### config.mk
export PLATFORM = sky130hd
export DESIGN_NAME = rate_monotonic_tick_scheduler_core
export DESIGN_NICKNAME = d
export VERILOG_FILES = /design/src/rtl/rmts_pkg.sv /design/src/rtl/rmts_cell.sv /design/src/rtl/rate_monotonic_tick_scheduler_core.sv
export SDC_FILE = /design/constraint.sdc
export NUM_CORES = 2
export LEC_CHECK = 0
export BUFFER_PORTS_ARGS = -buffer_cell sky130_fd_sc_hd__clkbuf_2
export CORE_MARGIN = 3
export CORE_UTILIZATION = 52
export CTS_CLUSTER_DIAMETER = 120
export DETAILED_ROUTE_END_ITERATION = 6
export PLACE_DENSITY = 0.82
export SYNTH_ARGS = -nofsm -noshare
export SYNTH_HDL_FRONTEND = slang
export SYNTH_SLANG_ARGS = --single-unit
### constraint.sdc
create_clock -name i_clk -period 4.7 [get_ports i_clk]
set_input_delay 0.47 -clock i_clk [delete_from_list [all_inputs] [get_ports i_clk]]
set_output_delay 0.47 -clock i_clk [all_outputs]
set_load 0.005 [all_outputs]
### src/rtl/rmts_pkg.sv
// Package for the rate-monotonic tick scheduler: widths, codes and the
// structs shared by the task cells and the top level. No dependencies.
package rmts_pkg;

    localparam int MAX_TASKS = 8;
    localparam int IDX_W     = 3;   // task index, matches the slot field
    localparam int CNT_W     = 4;   // active task count register
    localparam int TIME_W    = 32;
    localparam int VAL_W     = 16;

    localparam logic OP_TICK = 1'b0;
    localparam logic OP_LOAD = 1'b1;

    localparam logic PASS_REL = 1'b0;   // release pass
    localparam logic PASS_SEL = 1'b1;   // late check and selection pass

    localparam logic REG_ACTIVE_TASKS = 1'b0;
    localparam logic REG_HORIZON      = 1'b1;

    // Data that travels from one cell to the next with the scan token.
    typedef struct packed {
        logic              tok;
        logic              pass;
        logic              miss;
        logic [IDX_W-1:0]  miss_idx;
        logic              found;
        logic [IDX_W-1:0]  best_idx;
        logic [VAL_W-1:0]  best_period;
        logic [VAL_W-1:0]  best_rem;
        logic [TIME_W-1:0] best_jdl;
    } t_rmts_link;

    // Commands and context broadcast from the controller to every cell.
    typedef struct packed {
        logic [TIME_W-1:0] now;
        logic [CNT_W-1:0]  n_act;
        logic              load;
        logic [IDX_W-1:0]  slot;
        logic [VAL_W-1:0]  period;
        logic [VAL_W-1:0]  work;
        logic [VAL_W-1:0]  deadline;
        logic [VAL_W-1:0]  first_release;
        logic              dec;
        logic [IDX_W-1:0]  dec_idx;
    } t_rmts_bcast;

    typedef struct packed {
        logic [TIME_W-1:0] tick_time;
        logic              ran;
        logic [IDX_W-1:0]  ran_task;
        logic              job_finished;
        logic              missed;
        logic [IDX_W-1:0]  missed_task;
        logic              stopped;
    } t_rmts_res;

endpackage

### src/rtl/rmts_cell.sv
// One task cell of the scheduler chain: holds one task's table entry and
// job state, and forwards the scan token and running results. Uses rmts_pkg.
module rmts_cell
    import rmts_pkg::*;
(
    input  logic             i_clk,
    input  logic             i_rst_n,
    input  logic [IDX_W-1:0] i_idx,
    input  t_rmts_bcast      i_bc,
    input  t_rmts_link       i_link,
    output t_rmts_link       o_link
);

    logic [VAL_W-1:0]  r_period, n_period;
    logic [VAL_W-1:0]  r_work, n_work;
    logic [VAL_W-1:0]  r_dl, n_dl;
    logic [VAL_W-1:0]  r_rem, n_rem;
    logic [TIME_W-1:0] r_jdl, n_jdl;
    logic [TIME_W-1:0] r_nrel, n_nrel;
    t_rmts_link        r_link, n_link;
    logic              w_act;
    logic              w_here;

    assign w_act  = ({{(CNT_W-IDX_W){1'b0}}, i_idx} < i_bc.n_act);
    assign w_here = i_link.tok & w_act & ~i_link.miss;

    always_comb begin
        n_period = r_period;
        n_work   = r_work;
        n_dl     = r_dl;
        n_rem    = r_rem;
        n_jdl    = r_jdl;
        n_nrel   = r_nrel;
        n_link   = i_link;
        if (i_bc.load && (i_bc.slot == i_idx)) begin
            n_period = i_bc.period;
            n_work   = i_bc.work;
            n_dl     = i_bc.deadline;
            n_nrel   = {{(TIME_W-VAL_W){1'b0}}, i_bc.first_release};
            n_rem    = '0;
            n_jdl    = {{(TIME_W-VAL_W){1'b0}}, i_bc.first_release}
                     + {{(TIME_W-VAL_W){1'b0}}, i_bc.deadline};
        end else if (i_bc.dec && (i_bc.dec_idx == i_idx)) begin
            n_rem = r_rem - VAL_W'(1);
        end else if (w_here) begin
            case (i_link.pass)
                PASS_REL: begin
                    if (r_nrel == i_bc.now) begin
                        if (r_rem != '0) begin
                            // The previous job is still unfinished.
                            n_link.miss     = 1'b1;
                            n_link.miss_idx = i_idx;
                        end else begin
                            n_rem  = r_work;
                            n_jdl  = i_bc.now + {{(TIME_W-VAL_W){1'b0}}, r_dl};
                            n_nrel = r_nrel + {{(TIME_W-VAL_W){1'b0}}, r_period};
                        end
                    end
                end
                PASS_SEL: begin
                    if ((r_rem != '0) && (r_jdl <= i_bc.now)) begin
                        n_link.miss     = 1'b1;
                        n_link.miss_idx = i_idx;
                        n_rem           = '0;
                    end else if ((r_rem != '0) &&
                                 (!i_link.found || (r_period < i_link.best_period))) begin
                        n_link.found       = 1'b1;
                        n_link.best_idx    = i_idx;
                        n_link.best_period = r_period;
                        n_link.best_rem    = r_rem;
                        n_link.best_jdl    = r_jdl;
                    end
                end
                default: begin
                    n_link = i_link;
                end
            endcase
        end
    end

    always_ff @(posedge i_clk) begin
        if (!i_rst_n) begin
            r_rem  <= '0;
            r_jdl  <= '0;
            r_nrel <= '0;
            r_link <= '0;
        end else begin
            r_rem  <= n_rem;
            r_jdl  <= n_jdl;
            r_nrel <= n_nrel;
            r_link <= n_link;
        end
    end

    always_ff @(posedge i_clk) begin
        r_period <= n_period;
        r_work   <= n_work;
        r_dl     <= n_dl;
    end

    assign o_link = r_link;

endmodule

### src/rtl/rate_monotonic_tick_scheduler_core.sv
// Top level of the rate-monotonic tick scheduler: controller, configuration
// registers, result buffering and the chain of task cells. Uses rmts_pkg, rmts_cell.
//
//  Channel   Direction  Handshake                  Payload
//  input     in         i_in_valid / o_in_stall    opcode, slot, period, work_ticks,
//                                                  relative_deadline, first_release
//  result    out        o_out_valid / i_out_stall  tick_time, ran, ran_task,
//                                                  job_finished, missed, missed_task, stopped
//  config    in         i_cfg_valid / o_cfg_ready  i_cfg_index, i_cfg_data
//
// A load or an ignored tick fills the result slot at its transfer. A scheduled tick
// sends a token down the MAX_TASKS cells, one cell per cycle, for the release pass and,
// unless that pass finds a miss, once more for late check and selection; its result
// then waits in the pending slot until the output register is free.
// Synchronous active-low reset clears job state, time, halt flag and the active count,
// sets the horizon to all ones and leaves the task table as it is. The input stalls
// while a tick is in the chain or a result awaits the output.
module rate_monotonic_tick_scheduler_core
    import rmts_pkg::*;
(
    input  logic              i_clk,
    input  logic              i_rst_n,
    // item input
    input  logic              i_in_valid,
    output logic              o_in_stall,
    input  logic              i_opcode,
    input  logic [IDX_W-1:0]  i_slot,
    input  logic [VAL_W-1:0]  i_period,
    input  logic [VAL_W-1:0]  i_work_ticks,
    input  logic [VAL_W-1:0]  i_relative_deadline,
    input  logic [VAL_W-1:0]  i_first_release,
    // result output
    output logic              o_out_valid,
    input  logic              i_out_stall,
    output logic [TIME_W-1:0] o_tick_time,
    output logic              o_ran,
    output logic [IDX_W-1:0]  o_ran_task,
    output logic              o_job_finished,
    output logic              o_missed,
    output logic [IDX_W-1:0]  o_missed_task,
    output logic              o_stopped,
    // configuration writes
    input  logic              i_cfg_valid,
    output logic              o_cfg_ready,
    input  logic              i_cfg_index,
    input  logic [TIME_W-1:0] i_cfg_data
);

    // Control and configuration state.
    logic              r_busy, n_busy;
    logic              r_halted, n_halted;
    logic [TIME_W-1:0] r_now, n_now;
    logic [CNT_W-1:0]  r_active;
    logic [TIME_W-1:0] r_horizon;

    // Finished result waiting for the output register, and the output register.
    logic              r_pend_valid, n_pend_valid;
    t_rmts_res         r_pend, n_pend;
    logic              r_out_valid;
    t_rmts_res         r_out;

    logic              w_in_xfer;
    logic              w_is_load;
    logic              w_ignored;
    logic              w_start;
    logic              w_pend_move;
    logic              w_end_rel;
    logic              w_end_sel;
    logic              w_dec;
    logic              w_overrun;
    logic [VAL_W-1:0]  w_rem_left;
    logic [TIME_W-1:0] w_now_inc;
    logic [CNT_W-1:0]  w_n_sat;
    t_rmts_bcast       w_bc;
    t_rmts_link        w_link [MAX_TASKS+1];
    t_rmts_link        w_tail;
    t_rmts_res         w_zero_res;
    logic [MAX_TASKS-1:0] w_tok_vec;

    // The input is taken only when the chain is empty and no result is queued,
    // so a tick's result always finds the pending slot free.
    assign o_in_stall  = r_busy | r_pend_valid;
    assign w_in_xfer   = i_in_valid & ~o_in_stall;
    assign w_is_load   = (i_opcode == OP_LOAD);
    assign w_ignored   = r_halted | (r_now >= r_horizon);
    assign w_start     = w_in_xfer & ~w_is_load & ~w_ignored;
    assign w_pend_move = r_pend_valid & (~r_out_valid | ~i_out_stall);

    assign o_cfg_ready = 1'b1;

    assign w_n_sat = (r_active > CNT_W'(MAX_TASKS)) ? CNT_W'(MAX_TASKS) : r_active;

    // The token leaving the last cell ends a pass.
    assign w_tail    = w_link[MAX_TASKS];
    assign w_end_rel = w_tail.tok & (w_tail.pass == PASS_REL);
    assign w_end_sel = w_tail.tok & (w_tail.pass == PASS_SEL);

    // The chosen task runs for one tick; its cell decrements its own work count
    // at the same edge at which the result is taken.
    assign w_rem_left = w_tail.best_rem - VAL_W'(1);
    assign w_now_inc  = r_now + TIME_W'(1);
    assign w_overrun  = ({1'b0, r_now} + {{TIME_W{1'b0}}, 1'b1}) > {1'b0, w_tail.best_jdl};
    assign w_dec      = w_end_sel & ~w_tail.miss & w_tail.found;

    // Head of the chain: a fresh release pass on a scheduled tick, or the
    // selection pass right after a release pass that found no miss.
    always_comb begin
        w_link[0]      = '0;
        w_link[0].tok  = w_start | (w_end_rel & ~w_tail.miss);
        w_link[0].pass = w_start ? PASS_REL : PASS_SEL;
    end

    always_comb begin
        w_bc               = '0;
        w_bc.now           = r_now;
        w_bc.n_act         = w_n_sat;
        w_bc.load          = w_in_xfer & w_is_load;
        w_bc.slot          = i_slot;
        w_bc.period        = i_period;
        w_bc.work          = i_work_ticks;
        w_bc.deadline      = i_relative_deadline;
        w_bc.first_release = i_first_release;
        w_bc.dec           = w_dec;
        w_bc.dec_idx       = w_tail.best_idx;
    end

    for (genvar k = 0; k < MAX_TASKS; k++) begin : g_cell
        rmts_cell u_cell (
            .i_clk   (i_clk),
            .i_rst_n (i_rst_n),
            .i_idx   (IDX_W'(k)),
            .i_bc    (w_bc),
            .i_link  (w_link[k]),
            .o_link  (w_link[k+1])
        );
        assign w_tok_vec[k] = w_link[k+1].tok;
    end

    // Sequencing of one item and the result it produces.
    always_comb begin
        w_zero_res   = '0;
        n_busy       = r_busy;
        n_halted     = r_halted;
        n_now        = r_now;
        n_pend       = r_pend;
        n_pend_valid = r_pend_valid & ~w_pend_move;

        if (w_in_xfer && (w_is_load || w_ignored)) begin
            // Loads and ignored ticks change no schedule state.
            n_pend           = w_zero_res;
            n_pend.tick_time = w_is_load ? '0 : r_now;
            n_pend.stopped   = r_halted;
            n_pend_valid     = 1'b1;
        end else if (w_start) begin
            n_busy = 1'b1;
        end else if (w_end_rel && w_tail.miss) begin
            // A task was released while its previous job was still pending.
            n_busy             = 1'b0;
            n_halted           = 1'b1;
            n_pend             = w_zero_res;
            n_pend.tick_time   = r_now;
            n_pend.missed      = 1'b1;
            n_pend.missed_task = w_tail.miss_idx;
            n_pend.stopped     = 1'b1;
            n_pend_valid       = 1'b1;
        end else if (w_end_sel) begin
            n_busy           = 1'b0;
            n_pend_valid     = 1'b1;
            n_pend           = w_zero_res;
            n_pend.tick_time = r_now;
            if (w_tail.miss) begin
                // A pending job has reached its deadline.
                n_halted           = 1'b1;
                n_pend.missed      = 1'b1;
                n_pend.missed_task = w_tail.miss_idx;
                n_pend.stopped     = 1'b1;
            end else if (!w_tail.found) begin
                n_now = w_now_inc;
            end else begin
                n_pend.ran      = 1'b1;
                n_pend.ran_task = w_tail.best_idx;
                if (w_rem_left == '0) begin
                    n_pend.job_finished = 1'b1;
                    n_now               = w_now_inc;
                end else if (w_overrun) begin
                    // Work is left but the deadline passes with this tick.
                    n_halted           = 1'b1;
                    n_pend.missed      = 1'b1;
                    n_pend.missed_task = w_tail.best_idx;
                    n_pend.stopped     = 1'b1;
                end else begin
                    n_now = w_now_inc;
                end
            end
        end
    end

    always_ff @(posedge i_clk) begin
        if (!i_rst_n) begin
            r_busy       <= 1'b0;
            r_halted     <= 1'b0;
            r_now        <= '0;
            r_pend_valid <= 1'b0;
            r_out_valid  <= 1'b0;
            r_active     <= '0;
            r_horizon    <= '1;
        end else begin
            r_busy       <= n_busy;
            r_halted     <= n_halted;
            r_now        <= n_now;
            r_pend_valid <= n_pend_valid;
            if (w_pend_move) begin
                r_out_valid <= 1'b1;
            end else if (!i_out_stall) begin
                r_out_valid <= 1'b0;
            end
            if (i_cfg_valid && o_cfg_ready) begin
                case (i_cfg_index)
                    REG_ACTIVE_TASKS: r_active  <= i_cfg_data[CNT_W-1:0];
                    REG_HORIZON:      r_horizon <= i_cfg_data;
                    default:          r_horizon <= r_horizon;
                endcase
            end
        end
    end

    always_ff @(posedge i_clk) begin
        r_pend <= n_pend;
        if (w_pend_move) begin
            r_out <= r_pend;
        end
    end

    assign o_out_valid    = r_out_valid;
    assign o_tick_time    = r_out.tick_time;
    assign o_ran          = r_out.ran;
    assign o_ran_task     = r_out.ran_task;
    assign o_job_finished = r_out.job_finished;
    assign o_missed       = r_out.missed;
    assign o_missed_task  = r_out.missed_task;
    assign o_stopped      = r_out.stopped;

    // Only one scan token is ever in the chain.
    a_one_token: assert property (@(posedge i_clk) disable iff (!i_rst_n)
        $onehot0(w_tok_vec))
        else $error("more than one scan token in the task chain");

    // A token in the chain always belongs to a tick in progress.
    a_token_busy: assert property (@(posedge i_clk) disable iff (!i_rst_n)
        (|w_tok_vec) |-> r_busy)
        else $error("scan token present while the controller is idle");

    // A tick in progress never finds its result slot occupied.
    a_pend_busy: assert property (@(posedge i_clk) disable iff (!i_rst_n)
        !(r_busy && r_pend_valid))
        else $error("result queued while a tick is still in the chain");

    // Once halted, time stands still.
    a_halt_time: assert property (@(posedge i_clk) disable iff (!i_rst_n)
        r_halted |=> $stable(r_now))
        else $error("time advanced after a halt");

endmodule

# Word-level counts from Yosys, hierarchy flattened
# Index checks and enable logic that the tools add are counted.
[op_classes]
order_cmp = 26
n_eq_ne = 73
add_sub_neg = 28
bitwise_logic = 74
mux = 250
reduce_logical = 131
[op_table]
columns = ["cell", "n"]
rows = [
  ["$mux W32", 52],
  ["$mux W72", 21],
  ["$mux W68", 22],
  ["$mux W16", 88],
  ["$add A32 B16 Y32", 16],
  ["$eq A32 B32 Y1", 8],
  ["$le A32 B32 Y1", 8],
  ["$pmux W16 S2", 8],
  ["$mux W42", 4],
  ["$sub A16 B1 Y16 const B", 9],
  ["$reduce_bool A16 Y1", 8],
  ["$lt A16 B16 Y1", 7],
  ["$mux W4", 25],
  ["$reduce_and A5 Y1", 16],
  ["$pmux W4 S2", 8],
  ["$reduce_bool A2 Y1", 26],
  ["$ne A2 B1 Y1 const B", 25],
  ["$ne A3 B1 Y1 const B", 15],
  ["$not A1 Y1", 44],
  ["$add A32 B1 Y33 const B", 1],
  ["$gt A33 B32 Y1", 1],
  ["$logic_and A1 B1 Y1", 33],
  ["$add A32 B1 Y32 const B", 1],
  ["$ge A32 B32 Y1", 1],
  ["other kinds (27)", 135],
]
[word_totals]
output_inout_bits = 45
elab_cells = 730
in_bits = 106
ff_bits = 1756

# Logic depth before layout (Yosys ltp)
[depth]
depth_word = 10
mapped_depth = 21

# By module
# A second synthesis with hierarchy kept.
[unflattened]
cells_unflattened = 11659
area_unflattened_um2 = 104012.3
[modules_own_cells]
columns = ["mod", "cells_each", "n_inst", "area_each_um2"]
rows = [
  ["rmts_cell (g_cell[2].u_cell ...)", 1382, 3, 12095.4],
  ["rmts_cell (g_cell[7].u_cell)", 1342, 1, 12047.8],
  ["rmts_cell (g_cell[6].u_cell)", 1346, 1, 12039.0],
  ["rmts_cell (g_cell[1].u_cell)", 1357, 1, 12026.5],
  ["rmts_cell (g_cell[5].u_cell)", 1367, 1, 11862.6],
  ["rmts_cell (g_cell[0].u_cell)", 1296, 1, 11682.5],
  ["rate_monotonic_tick_scheduler_core", 805, 1, 8067.7],
]

# Worst setup path after synthesis
# No wires, ideal clock.
[synth_timing]
path_kind = "flip-flop to flip-flop"
startpoint = "register r_now[0]"
endpoint = "register r_now[23]"
setup_time_ns = 0.128
path_buffers = 1
setup_slack_ns = 0.019
stages_incl_launch_ff = 17
synth_period_minus_slack_ns = 4.681
required_time_ns = 4.572
t_arrival_ns = 4.553
path_cell_list = "dfxtp_1 ha_1 nand3_1 nor4_1 nand4_1 or3_1 xnor2_1 ha_1 or4_1 a21oi_1 o21ai_0 nor3_1 a211oi_2 buf_2 nor4_1 xnor2_1 nor2_1"
[synth_via]
elab_chain_cells = 6
[synth_rtl]
columns = ["element", "line", "rtl"]
rows = [
  ["from (decl)", "rate_monotonic_tick_scheduler_core.sv:52", "logic [TIME_W-1:0] r_now, n_now;"],
  ["from (signal assigned)", "rate_monotonic_tick_scheduler_core.sv:210", "r_now <= n_now;"],
  ["parallel branches: the longest is 6 deep, another holds $add A32 B1 Y33", "--", ""],
]
# Several ways; the timed one is not identified. The select of a mux whose other input is x is not followed.
# A chain may end at the register's enable or synchronous reset.

# Final worst setup path
[layout_timing]
startpoint = "register r_now[6]"
endpoint = "register g_cell[0].u_cell.r_rem[15]"
[layout_via]
elab_chain_cells = 8
[layout_rtl]
columns = ["element", "line", "rtl"]
rows = [
  ["$ge A32 B32 Y1", "rate_monotonic_tick_scheduler_core.sv:85", "assign w_ignored = r_halted | (r_now >= r_horizon);"],
  ["$or A1 B1 Y1", "rate_monotonic_tick_scheduler_core.sv:85", ""],
  ["$not A1 Y1", "rate_monotonic_tick_scheduler_core.sv:86", "assign w_start = w_in_xfer & ~w_is_load & ~w_ignored;"],
  ["$and A1 B1 Y1", "rate_monotonic_tick_scheduler_core.sv:86", ""],
  ["$mux W1 or $or A1 B1 Y1 (tied branches)", "rate_monotonic_tick_scheduler_core.sv:110, rate_monotonic_tick_scheduler_core.sv:109", ""],
  ["$pmux W16 S2 or $and A1 B1 Y1 (tied branches)", "rmts_cell.sv:46, rmts_cell.sv:25", ""],
  ["$mux W16 or $reduce_bool A2 Y1 (tied branches)", "--", ""],
  ["$mux W16 or $reduce_and A4 Y1 (tied branches)", "--", ""],
  ["to (signal assigned)", "rmts_cell.sv:88", "r_rem <= n_rem;"],
  ["to (decl)", "rmts_cell.sv:17", "logic [VAL_W-1:0] r_rem, n_rem;"],
]
# Parallel ways exist; a longest one is shown, timed or not. The select of a mux whose other input is x is not followed.

==> metrics.cfg <==
[status]
status=finished, violations left
violations=design-rule violations

[setup_path]
startpoint=r_now[6]
arrival_ns=5.34
endpoint=g_cell[0].u_cell.r_rem[15]
critPathLaunchType=flop
r2r_cells=13
slowest_delay_ns=1.02
critPathMaxFanout=21
critPathKind=reg -> reg
crit_buf_inv=3
crit_chain=buf_12, inv_1, ha_1, nand3_1, or4_1, a21oi_1, or4b_2, o22ai_1, buf_4, o311a_1, a211oi_2, o21ai_0, a31oi_1
cp-end-kind=flop
crit_cells=13
crit_family=compound AO/OA/AOI/OAI gates
r2r_end=g_cell[0].u_cell.r_rem[15]
r2r-start=r_now[6]
critPathSlowestCell=a211oi_2
reg2reg_slack_ns=0.17
cp_data_required_time_ns=5.51

[synthesis]
synth.avg_cell_area_um2=9.13
netlist_instances=10100
synthDistinctLibCells=88
synth.cells.most_frequent=1283 x dfxtp_1, 972 x nand2_1, 899 x nor2_1
yosys.area.top_type=dfxtp_1
synth_ff_type=dfxtp_1
synth.top_cells.by_area=dfxtp_1 28%, edfxtp_1 15%, ha_1 9.6%
synth-edff-count=459
synth_area_um2=92500
ys_seq_elements=1742
seq_area_frac_synth_pct=42.7
ys_warn_count=0
synth.top_cell.area_share_pct=27.8
synth_nets=11000
yosysMostFrequentCell=dfxtp_1
async_flop_share_pct=0

[power_and_ir_drop]
power.density_nw_per_um2=325
max-vdd-ir-drop_v=0.000315
p_leak_nw=42.8

[floorplan]
num_rows=154
initial_core_util_pct=52.4
die_h_um=428
die_x_um=428
ios=151
coreArea_um2=176000
dieArea_um2=183000

[timing]
setup_viol=0
grt_setup_unrepaired=false
holdWs_ns=0.0689
slew_headroom_pct=6.69
period_share_pct=96.3
worst_pin_slew_ns=1.38
setup_tns_ns=0
clock.fmax_mhz=221
fin_skew_ns=0.0588
maxSlewViolCount=0
hold_viol_final=0
fin_crit_ns=4.53

[global_routing]
grt_pass1_vias=81200
grt_pass1_wl_um=516000
antenna_found_initial=32
grt_overflow=0
grt_usage_pct=37.8
grt_max_degree=143

[clock_network]
cts_buffer_depth=3
cts_buffers=185
cts_tree=yes
clkTransAtPathRegs_ns=0.06
cts_num_sinks=1742
cts_root_buffer=clkbuf_16
cts_max_level=4
clkLatencyLatePin_ns=0.89

[place]
port_buffers=149
globalplace.congestion=1.07
dp_hpwl_um=258000
dp_cells=12500
placedInstanceArea_um2=97800

[finish]
multi_input_area_um2=49800
area_growth_pct=13.3
fin_area_um2=105000
post_route_cells_drive_above_1_share_pct=9.31
post-route-util_pct=59.4
seq_area_um2=39500
stdcell_count=12900
fin_nets=11200
n_fill_cell=14700

[route]
drtPass1Iterations=7
vias=84200
drt_iter0_drc=12100
drc=25
routed_wl_um=357000
post_drt_via_cell_ratio=6.54
ant_nets=0
avgRoutedWirePerCell_um=27.8

[hold_path]
holdPathStages=1
min_path_type=in -> reg

[job]
maxCapViolations=0

-- per-stage QoR --
stage,setup slack (ns),power (mW)
global route,0.0215,34.7
global placement,0.260,18.6
CTS,0.0480,33.9
floorplan,0.0194,17.3
finish,0.173,34.0
detailed placement,0.0910,18.6
-- power by group --
| part | total (mW) | internal [mW] | switching, mW |
|---|---|---|---|
| sequential | 15.7 | 15.5 | 0.145 |
| combinational | 2.81 | 0.799 | 2.01 |
| clock | 15.5 | 8.84 | 6.67 |
-- flip-flops by register name, summed over array words and instances (netlist names), 42 cells and up --
| signal | flops |
|---|---|
| g_cell.u_cell.r_period | 128 |
| g_cell.u_cell.o_link | 562 |
| g_cell.u_cell.r_jdl | 256 |
| g_cell.u_cell.r_work | 128 |
| g_cell.u_cell.r_rem | 128 |
| r_pend | 42 |
| g_cell.u_cell.r_nrel | 256 |
| g_cell.u_cell.r_dl | 128 |
-- what timing repair did --
item	CTS	global route
gates resized for setup	0	4
hold buffers	38	0
setup endpoints to repair	0	39
hold endpoints to repair	72	0
setup buffers	0	0
-- area by class of cell --
class | instances | area share [%]
diodes | 24 | 0.0573
clock buffers | 275 | 5.22
clock inverters | 72 | 0.991
inverters | 389 | 1.41
multi-input cells | 7462 | 47.5
flip-flops and latches | 1742 | 37.7
well taps | 2340 | 2.79
repair buffers | 567 | 4.36
-- cell usage in the layout, fill, tap and decap left out, drive strengths merged, types with 381 or more instances in the layout --
master  Yosys  final
nand2     972    972
xnor2     391    391
clkbuf    436    423
nor2      899    899
a21oi     641    641
o21ai     558    558
ha        706    706
edfxtp    459    459
buf       100    381
inv       381    381
dfxtp    1283   1283
-- worst reg2reg max path, delay by kind of cell, from the launching register on --
family	cells	cell delay (ns)
buffers and inverters	3	0.82
adder cells (fa/ha/maj)	1	0.42
flip-flops	1	0.39
AO/OA/AOI/OAI	6	2.07
AND/OR/NAND/NOR	3	0.76
-- cell families after synthesis --
group / Yosys count / share of synthesized area (%)
flip-flops: 1742 / 42.7
XOR/XNOR: 718 / 6.80
AND/OR/NAND/NOR: 3305 / 16.7
multiplexers: 327 / 3.54
adder cells (fa/ha/maj): 723 / 9.92
AO/OA/AOI/OAI: 2388 / 16.5
buffers and inverters: 925 / 3.79
other: 1 / 0.00405
-- worst min path at each step --
stage	startpoint	to	slack, ns
floorplan	g_cell[3].u_cell.o_link[68]	g_cell[4].u_cell.o_link[68]	0.40
global placement	g_cell[4].u_cell.o_link[65]	g_cell[5].u_cell.o_link[65]	0.40
detailed placement	g_cell[3].u_cell.o_link[69]	g_cell[4].u_cell.o_link[69]	0.40
CTS	i_period[4]	g_cell[1].u_cell.r_period[4]	0.01
global route	i_period[8]	g_cell[2].u_cell.r_period[8]	0.03
finish	i_period[10]	g_cell[2].u_cell.r_period[10]	0.07
-- per-layer routing --
metal / global-route usage (%) / vias up / share of wire, %
met5: 0.159 / - / 0.019
met4: 28.7 / 10 / 9.0
met3: 11.2 / 1602 / 13
met2: 56.7 / 6006 / 42
met1: 45.9 / 39700 / 36
li1: - / 36900 / -
Power figures use the tool's default switching activity.
